`src/rtl/papf_pkg.sv`:
```
// shared types and constants of the pedal actuator position follower
package papf_pkg;

  localparam int unsigned PERIOD_W   = 16;
  localparam int unsigned POS_W      = 16;
  localparam int unsigned DEADBAND_W = 12;
  localparam int unsigned CFG_IDX_W  = 2;
  localparam int unsigned CFG_DATA_W = 16;
  localparam int unsigned POT_BITS_DEFAULT = 12;

  localparam logic [PERIOD_W-1:0]   PWM_PERIOD_RESET   = 16'd999;
  localparam logic [POS_W-1:0]      POSITION_MIN_RESET = 16'd0;
  localparam logic [POS_W-1:0]      POSITION_MAX_RESET = 16'd4095;
  localparam logic [DEADBAND_W-1:0] POT_DEADBAND_RESET = 12'd5;
  localparam logic [PERIOD_W-1:0]   PWM_SLOW_RESET     = PERIOD_W'((3 * 999) / 10);

  // floor(x / 10) as (x * RECIP_TEN) >> RECIP_SHIFT, exact for x below 2^19
  localparam int unsigned RECIP_SHIFT = 22;
  localparam logic [18:0] RECIP_TEN   = 19'd419431;

  localparam logic [CFG_IDX_W-1:0] CFG_PWM_PERIOD   = 2'd0;
  localparam logic [CFG_IDX_W-1:0] CFG_POSITION_MIN = 2'd1;
  localparam logic [CFG_IDX_W-1:0] CFG_POSITION_MAX = 2'd2;
  localparam logic [CFG_IDX_W-1:0] CFG_POT_DEADBAND = 2'd3;

  typedef enum logic [1:0] {
    CMD_POT   = 2'd0,
    CMD_PRESS = 2'd1,
    CMD_TICK  = 2'd2
  } cmd_e;

  typedef enum logic [1:0] {
    PH_IDLE = 2'd0,
    PH_FWD  = 2'd1,
    PH_BACK = 2'd2
  } phase_e;

  typedef enum logic [2:0] {
    DRV_STOP      = 3'd0,
    DRV_SLOW_FWD  = 3'd1,
    DRV_SLOW_BACK = 3'd2,
    DRV_FULL_FWD  = 3'd3,
    DRV_HALF_BACK = 3'd4
  } drive_e;

  typedef struct packed {
    logic   direction;
    logic   moving;
    logic   pressed;
    phase_e phase;
    drive_e drive;
  } ctrl_t;

endpackage

```
`src/rtl/pedal_actuator_position_follower.sv`:
```
// pedal actuator position follower: pot tracking and press sequence drive
//
// Input channel in_valid_i / in_stall_o carries one word per item: a pot
// sample, a press or release event, or a poll tick. Every accepted word
// gives exactly one result word on out_valid_o / out_stall_i with the two
// PWM compare values and the moving, pressed and direction flags.
// A word is registered on entry, worked through the compare and
// clamp logic and lands in the result register, which drives out_valid_o;
// and one word is taken from the input every cycle while the
// receiver keeps up. When the receiver stalls, the result register holds
// and one further word waits in the entry register; in_stall_o then rises.
// The slow duty floor(3P/10) is worked out by one multiplier when
// pwm_period is written, so the item path has no multiplier.
// Configuration is written through cfg_we_i / cfg_index_i / cfg_wdata_i
// while the block is idle. Reset clears all follower state, loads the
// register defaults and leaves both channels empty.
module pedal_actuator_position_follower #(
  parameter int unsigned POT_BITS = papf_pkg::POT_BITS_DEFAULT
) (
  input  logic                                clk_i,
  input  logic                                rst_ni,
  input  logic                                cfg_we_i,
  input  logic [papf_pkg::CFG_IDX_W-1:0]      cfg_index_i,
  input  logic [papf_pkg::CFG_DATA_W-1:0]     cfg_wdata_i,
  input  logic                                in_valid_i,
  output logic                                in_stall_o,
  input  logic [1:0]                          command_i,
  input  logic [POT_BITS-1:0]                 pot_value_i,
  input  logic signed [papf_pkg::POS_W-1:0]   encoder_position_i,
  input  logic                                press_level_i,
  input  logic                                finish_switch_i,
  input  logic                                start_switch_i,
  output logic                                out_valid_o,
  input  logic                                out_stall_i,
  output logic [papf_pkg::PERIOD_W-1:0]       forward_compare_o,
  output logic [papf_pkg::PERIOD_W-1:0]       reverse_compare_o,
  output logic                                moving_flag_o,
  output logic                                pressed_flag_o,
  output logic                                direction_now_o
);

  localparam int unsigned MAG_W = (POT_BITS > papf_pkg::DEADBAND_W) ?
                                  POT_BITS : papf_pkg::DEADBAND_W;
  localparam int unsigned TW = ((POT_BITS > papf_pkg::POS_W) ?
                                POT_BITS : papf_pkg::POS_W) + 2;
  localparam int unsigned PROD_W = 18 + 19;

  // configuration
  logic [papf_pkg::PERIOD_W-1:0]   period_q;
  logic [papf_pkg::PERIOD_W-1:0]   slow_q;
  logic [papf_pkg::PERIOD_W-1:0]   slow_d;
  logic [papf_pkg::POS_W-1:0]      pos_min_q;
  logic [papf_pkg::POS_W-1:0]      pos_max_q;
  logic [papf_pkg::DEADBAND_W-1:0] deadband_q;
  logic [17:0]                     triple;
  logic [PROD_W-1:0]               prod;

  assign triple = {2'b00, cfg_wdata_i} + {1'b0, cfg_wdata_i, 1'b0};
  assign prod   = PROD_W'(triple) * PROD_W'(papf_pkg::RECIP_TEN);
  assign slow_d = papf_pkg::PERIOD_W'(prod[PROD_W-1:papf_pkg::RECIP_SHIFT]);

  always_ff @(posedge clk_i or negedge rst_ni) begin
    if (!rst_ni) begin
      period_q   <= papf_pkg::PWM_PERIOD_RESET;
      slow_q     <= papf_pkg::PWM_SLOW_RESET;
      pos_min_q  <= papf_pkg::POSITION_MIN_RESET;
      pos_max_q  <= papf_pkg::POSITION_MAX_RESET;
      deadband_q <= papf_pkg::POT_DEADBAND_RESET;
    end else if (cfg_we_i) begin
      case (cfg_index_i)
        papf_pkg::CFG_PWM_PERIOD: begin
          period_q <= cfg_wdata_i;
          slow_q   <= slow_d;
        end
        papf_pkg::CFG_POSITION_MIN: pos_min_q  <= cfg_wdata_i;
        papf_pkg::CFG_POSITION_MAX: pos_max_q  <= cfg_wdata_i;
        papf_pkg::CFG_POT_DEADBAND: begin
          deadband_q <= cfg_wdata_i[papf_pkg::DEADBAND_W-1:0];
        end
        default: ;
      endcase
    end
  end

  // entry register
  logic                             in_full_q;
  logic [1:0]                       cmd_q;
  logic [POT_BITS-1:0]              pot_q;
  logic signed [papf_pkg::POS_W-1:0] enc_q;
  logic                             level_q;
  logic                             finish_q;
  logic                             start_q;
  logic                             advance;
  logic                             in_take;
  logic                             out_full_q;

  assign advance    = in_full_q && (!out_full_q || !out_stall_i);
  assign in_stall_o = in_full_q && !advance;
  assign in_take    = in_valid_i && !in_stall_o;

  always_ff @(posedge clk_i or negedge rst_ni) begin
    if (!rst_ni) begin
      in_full_q <= 1'b0;
    end else if (in_take) begin
      in_full_q <= 1'b1;
    end else if (advance) begin
      in_full_q <= 1'b0;
    end
  end

  always_ff @(posedge clk_i) begin
    if (in_take) begin
      cmd_q    <= command_i;
      pot_q    <= pot_value_i;
      enc_q    <= encoder_position_i;
      level_q  <= press_level_i;
      finish_q <= finish_switch_i;
      start_q  <= start_switch_i;
    end
  end

  // follower state
  papf_pkg::ctrl_t     ctrl_q;
  papf_pkg::ctrl_t     ctrl_d;
  logic [POT_BITS-1:0] prev_pot_q;
  logic [POT_BITS-1:0] prev_pot_d;

  logic signed [POT_BITS:0] diff;
  logic [MAG_W-1:0]         mag;
  logic signed [TW-1:0]     target;
  logic signed [TW-1:0]     pot_s;
  logic signed [TW-1:0]     min_s;
  logic signed [TW-1:0]     max_s;
  logic signed [TW-1:0]     enc_s;

  assign diff  = $signed({1'b0, pot_q}) - $signed({1'b0, prev_pot_q});
  assign mag   = diff[POT_BITS] ? MAG_W'(-diff) : MAG_W'(diff);
  assign pot_s = $signed(TW'({1'b0, pot_q}));
  assign min_s = TW'($signed(pos_min_q));
  assign max_s = TW'($signed(pos_max_q));
  assign enc_s = TW'(enc_q);

  always_comb begin
    ctrl_d     = ctrl_q;
    prev_pot_d = prev_pot_q;
    target     = pot_s;
    case (cmd_q)
      papf_pkg::CMD_POT: begin
        if (mag > MAG_W'(deadband_q)) begin
          if (ctrl_q.moving) begin
            // change is nonzero here, its sign picks the direction
            ctrl_d.direction = diff[POT_BITS];
          end
          ctrl_d.moving = 1'b1;
        end
        if (pot_s <= min_s) begin
          target = min_s;
        end else if (pot_s >= max_s) begin
          target = max_s;
        end
        if (ctrl_d.moving) begin
          if ((ctrl_d.direction && (target - TW'(1) >= enc_s)) ||
              (!ctrl_d.direction && (target + TW'(1) <= enc_s))) begin
            ctrl_d.moving = 1'b0;
            ctrl_d.drive  = papf_pkg::DRV_STOP;
          end else begin
            ctrl_d.drive = ctrl_d.direction ? papf_pkg::DRV_SLOW_BACK :
                                              papf_pkg::DRV_SLOW_FWD;
          end
        end
        prev_pot_d = pot_q;
      end
      papf_pkg::CMD_PRESS: begin
        if (level_q) begin
          ctrl_d.pressed = 1'b1;
          if (!ctrl_q.direction) begin
            ctrl_d.phase = papf_pkg::PH_FWD;
            ctrl_d.drive = papf_pkg::DRV_FULL_FWD;
            if (finish_q) begin
              ctrl_d.drive     = papf_pkg::DRV_STOP;
              ctrl_d.direction = 1'b1;
              ctrl_d.phase     = papf_pkg::PH_IDLE;
            end
          end
        end else if (ctrl_q.pressed && ctrl_q.direction) begin
          ctrl_d.phase = papf_pkg::PH_BACK;
          ctrl_d.drive = papf_pkg::DRV_HALF_BACK;
          if (start_q) begin
            ctrl_d.drive     = papf_pkg::DRV_STOP;
            ctrl_d.pressed   = 1'b0;
            ctrl_d.direction = 1'b0;
            ctrl_d.phase     = papf_pkg::PH_IDLE;
          end
        end
      end
      papf_pkg::CMD_TICK: begin
        case (ctrl_q.phase)
          papf_pkg::PH_FWD: begin
            if (ctrl_q.pressed && !ctrl_q.direction) begin
              ctrl_d.drive = papf_pkg::DRV_FULL_FWD;
              if (finish_q) begin
                ctrl_d.drive     = papf_pkg::DRV_STOP;
                ctrl_d.direction = 1'b1;
                ctrl_d.phase     = papf_pkg::PH_IDLE;
              end
            end else begin
              ctrl_d.phase = papf_pkg::PH_IDLE;
            end
          end
          papf_pkg::PH_BACK: begin
            if (ctrl_q.pressed && ctrl_q.direction) begin
              ctrl_d.drive = papf_pkg::DRV_HALF_BACK;
              if (start_q) begin
                ctrl_d.drive     = papf_pkg::DRV_STOP;
                ctrl_d.pressed   = 1'b0;
                ctrl_d.direction = 1'b0;
                ctrl_d.phase     = papf_pkg::PH_IDLE;
              end
            end else begin
              ctrl_d.phase = papf_pkg::PH_IDLE;
            end
          end
          default: ctrl_d.phase = papf_pkg::PH_IDLE;
        endcase
      end
      default: ;
    endcase
  end

  always_ff @(posedge clk_i or negedge rst_ni) begin
    if (!rst_ni) begin
      ctrl_q     <= '{direction: 1'b0, moving: 1'b0, pressed: 1'b0,
                      phase: papf_pkg::PH_IDLE, drive: papf_pkg::DRV_STOP};
      prev_pot_q <= '0;
    end else if (advance) begin
      ctrl_q     <= ctrl_d;
      prev_pot_q <= prev_pot_d;
    end
  end

  // compare values from the new drive level
  logic [papf_pkg::PERIOD_W-1:0] fwd_d;
  logic [papf_pkg::PERIOD_W-1:0] rev_d;

  always_comb begin
    fwd_d = '0;
    rev_d = '0;
    case (ctrl_d.drive)
      papf_pkg::DRV_SLOW_FWD:  fwd_d = slow_q;
      papf_pkg::DRV_SLOW_BACK: rev_d = slow_q;
      papf_pkg::DRV_FULL_FWD:  fwd_d = period_q;
      papf_pkg::DRV_HALF_BACK: rev_d = period_q >> 1;
      default: ;
    endcase
  end

  // result register
  logic [papf_pkg::PERIOD_W-1:0] out_fwd_q;
  logic [papf_pkg::PERIOD_W-1:0] out_rev_q;
  logic                          out_moving_q;
  logic                          out_pressed_q;
  logic                          out_dir_q;

  always_ff @(posedge clk_i or negedge rst_ni) begin
    if (!rst_ni) begin
      out_full_q <= 1'b0;
    end else if (advance) begin
      out_full_q <= 1'b1;
    end else if (!out_stall_i) begin
      out_full_q <= 1'b0;
    end
  end

  always_ff @(posedge clk_i) begin
    if (advance) begin
      out_fwd_q     <= fwd_d;
      out_rev_q     <= rev_d;
      out_moving_q  <= ctrl_d.moving;
      out_pressed_q <= ctrl_d.pressed;
      out_dir_q     <= ctrl_d.direction;
    end
  end

  assign out_valid_o       = out_full_q;
  assign forward_compare_o = out_fwd_q;
  assign reverse_compare_o = out_rev_q;
  assign moving_flag_o     = out_moving_q;
  assign pressed_flag_o    = out_pressed_q;
  assign direction_now_o   = out_dir_q;

endmodule

```
`config.mk`:
```
export PLATFORM = sky130hd
export DESIGN_NAME = pedal_actuator_position_follower
export DESIGN_NICKNAME = d
export VERILOG_FILES = /design/src/rtl/papf_pkg.sv /design/src/rtl/pedal_actuator_position_follower.sv
export SDC_FILE = /design/constraint.sdc
export NUM_CORES = 1
export LEC_CHECK = 0
export BUFFER_PORTS_ARGS = -buffer_cell sky130_fd_sc_hd__buf_2
export CAP_MARGIN = 20
export CORE_MARGIN = 5
export CORE_UTILIZATION = 38
export DETAILED_ROUTE_END_ITERATION = 16
export GPL_TIMING_DRIVEN = 1
export PLACE_DENSITY_LB_ADDON = 0.15
export SLEW_MARGIN = 20
export SYNTH_ARGS = -nofsm -noshare
export SYNTH_HDL_FRONTEND = slang
export SYNTH_SLANG_ARGS = --single-unit
```
`constraint.sdc`:
```
create_clock -name clk_i -period 5 [get_ports clk_i]
set_input_delay 0.75 -clock clk_i [delete_from_list [all_inputs] [get_ports clk_i]]
set_output_delay 0.75 -clock clk_i [all_outputs]
set_load 0.02 [all_outputs]
```
==> reports/results.ini <==
[grt]
grt_pass1_wl_um=67500
gr-total-overflow=0
grt_antenna_before_repair=2
grt_max_degree=59
grt_usage=0.190
grt_pass1_vias=12800

[logic_synthesis]
yosysTopAreaCellShare=0.186
synth_edf_count=67
yosysMostFrequentCell=inv_1
ys_async_sr_fraction=0.591
ys_ff_latch=164
synth_commonest_cells=inv_1, ha_1, fa_1
synth_area_per_cell_um2=10.4
syn-cell-area_mm2=0.0157
synth.largest_area_cell=ha_1
ys_types=89
syn_inst=1509
yosys_warnings=0
syn_nets=1899
synth_seq_area_share=0.286
synthFlopType=dfrtp_1
ys_top_cells_by_area=ha_1, fa_1, edfxtp_1, dfrtp_1, inv_1

[critical_path]
startpoint=cfg_wdata_i[1]
critical_path_class=input port to flip-flop
cp-end-kind=flip-flop
start_kind=input port
slowest_stage=fa_1
required_ns=5.34
max_stage_delay_ns=0.52
rr_startpoint=pot_q[10]
path_delay_family=adder cells
critPathArrivalTime_ns=8.05
cp_common_cell=fa_1
crit_path_max_fanout=4
crit_buf_inv=6

[sta]
final.setup_skew_ns=0.0102
post-route-period-util=1.54
worstMarginPinSlew_ns=1.13
slew_viol_final=0
slew_headroom=0.243
final.setup.worst_slack_ns=-2.71
finalSetupViolations=50
grt_setup_unrepaired=yes
fmax_mhz=130
hold_violations=0
min_period_ns=7.71

[clock_tree]
h-tree-depth=4
cts_sinks=164
clock_path_buffers=2
numCtsBuffers=17
clk_latency_ns=0.45
cts_tree=yes
ctsHoldBuffers=0
clock-root-buffer=clkbuf_16
clk_pin_slew_ns=0.07

[routing]
viasPerCell=4.84
drc_errors=0
vias=12100
wl_per_cell_um=16.8
drt-initial-drc-count=528
drt_first_pass_iters=5
wl_um=41900
ant_nets=0

[layout]
final_nets=2342
area_growth_pct=33.8
antenna_cells=0
nFillCells=3711
stdcell_area_mm2=0.0210
stdcell_count=2497
drive_above_1_share=0.377

[run]
maxCapViolations=0

[floorplan]
row_count=74
fp.dieH_um=213
die_area_mm2=0.0454
start_util=0.384
die_w_um=213
coreArea_mm2=0.0408
io_pins=93

[placed_design]
placedInstanceArea_mm2=0.0193
placed_cells=2423
hpwl_um=34600
portBuffers=91
gp_congestion=0.895

[outcome]
violations=setup timing
status=complete, but fails checks

[worst_hold_path]
hold_path_class=input port to asynchronous set/reset pin

## stage by stage
stage	TNS, ns	hold slack [ns]	setup slack [ns]	util
floorplan	-50.80	0.449	-3.06	-
finish	-72.17	0.377	-2.71	0.513
global route	-86.10	0.436	-3.10	0.513
global placement	-81.99	0.464	-3.52	0.473
CTS	-76.65	0.407	-2.91	0.500
detailed placement	-85.95	0.467	-3.74	0.473
## worst paths after layout
check	depth (start not counted)	endpoint	slack (ns)
worst max-delay path	35	slow_q[13]	-2.71
worst min-delay path	1	slow_q[6]	0.38
worst max register to register	26	forward_compare_o[4]	-1.13
worst min register to register	2	slow_q[0]	0.48
max in group asynchronous	2	pos_max_q[13]	3.52
min in group clk_i	1	enc_q[14]	0.47
## cell type report
type,count,area (um2),area share
clock inverter,15,153,0.00728
sequential,164,4470,0.213
clock buffer,17,425,0.0203
multi-input combinational,1079,10900,0.522
timing repair buffer,451,3390,0.162
inverter,239,905,0.0432
tap,532,666,0.0318
## cell families after synthesis
family,synth area share
compound gates,0.107
xor+xnor,0.0431
fa+ha+maj,0.315
buf+inv,0.0677
flops,0.286
mux,0.0773
other cells,0.000239
simple gates,0.104
## flip-flops by register name, summed over array words and instances (netlist names), 12 cells and up
name,count
reverse_compare_o,15
slow_q,15
forward_compare_o,16
pos_min_q,16
enc_q,16
pos_max_q,16
period_q,16
deadband_q,12
pot_q,12
prev_pot_q,12
## per-layer routing
metal,vias up,GRT usage,wire length [um]
li1,6095,-,-
met1,5808,0.244,18600
met2,130,0.338,21400
met3,39,0.0222,906
met4,2,0.0580,1050
met5,-,0,7
## cell usage in the layout (no fill, tap or decap), types with 10 or more instances in the layout
cell type / count
buf_4: 333
inv_1: 229
ha_1: 224
nand2_1: 97
fa_1: 97
buf_2: 87
dfrtp_1: 70
edfxtp_1: 67
mux2_2: 65
nor2_1: 63
a21oi_1: 42
xnor2_1: 42
o21ai_0: 40
a21o_1: 27
dfstp_2: 27
o21ai_1: 24
xor2_1: 24
nand3_1: 21
nand4_1: 19
mux2i_1: 19
buf_6: 19
o21ai_2: 18
clkbuf_16: 17
a21oi_2: 14
nor3_1: 12
nand3_2: 12
nand2b_1: 10
mux2i_4: 10
## timing repair
item	CTS	global route
gates cloned	2	0
pin swaps	55	66
resized for setup	75	79
setup endpoints to repair	53	53
buffers inserted	21	24
Power is not shown: default switching activity piles up to over one toggle a cycle in this logic, so the estimate is an artifact.
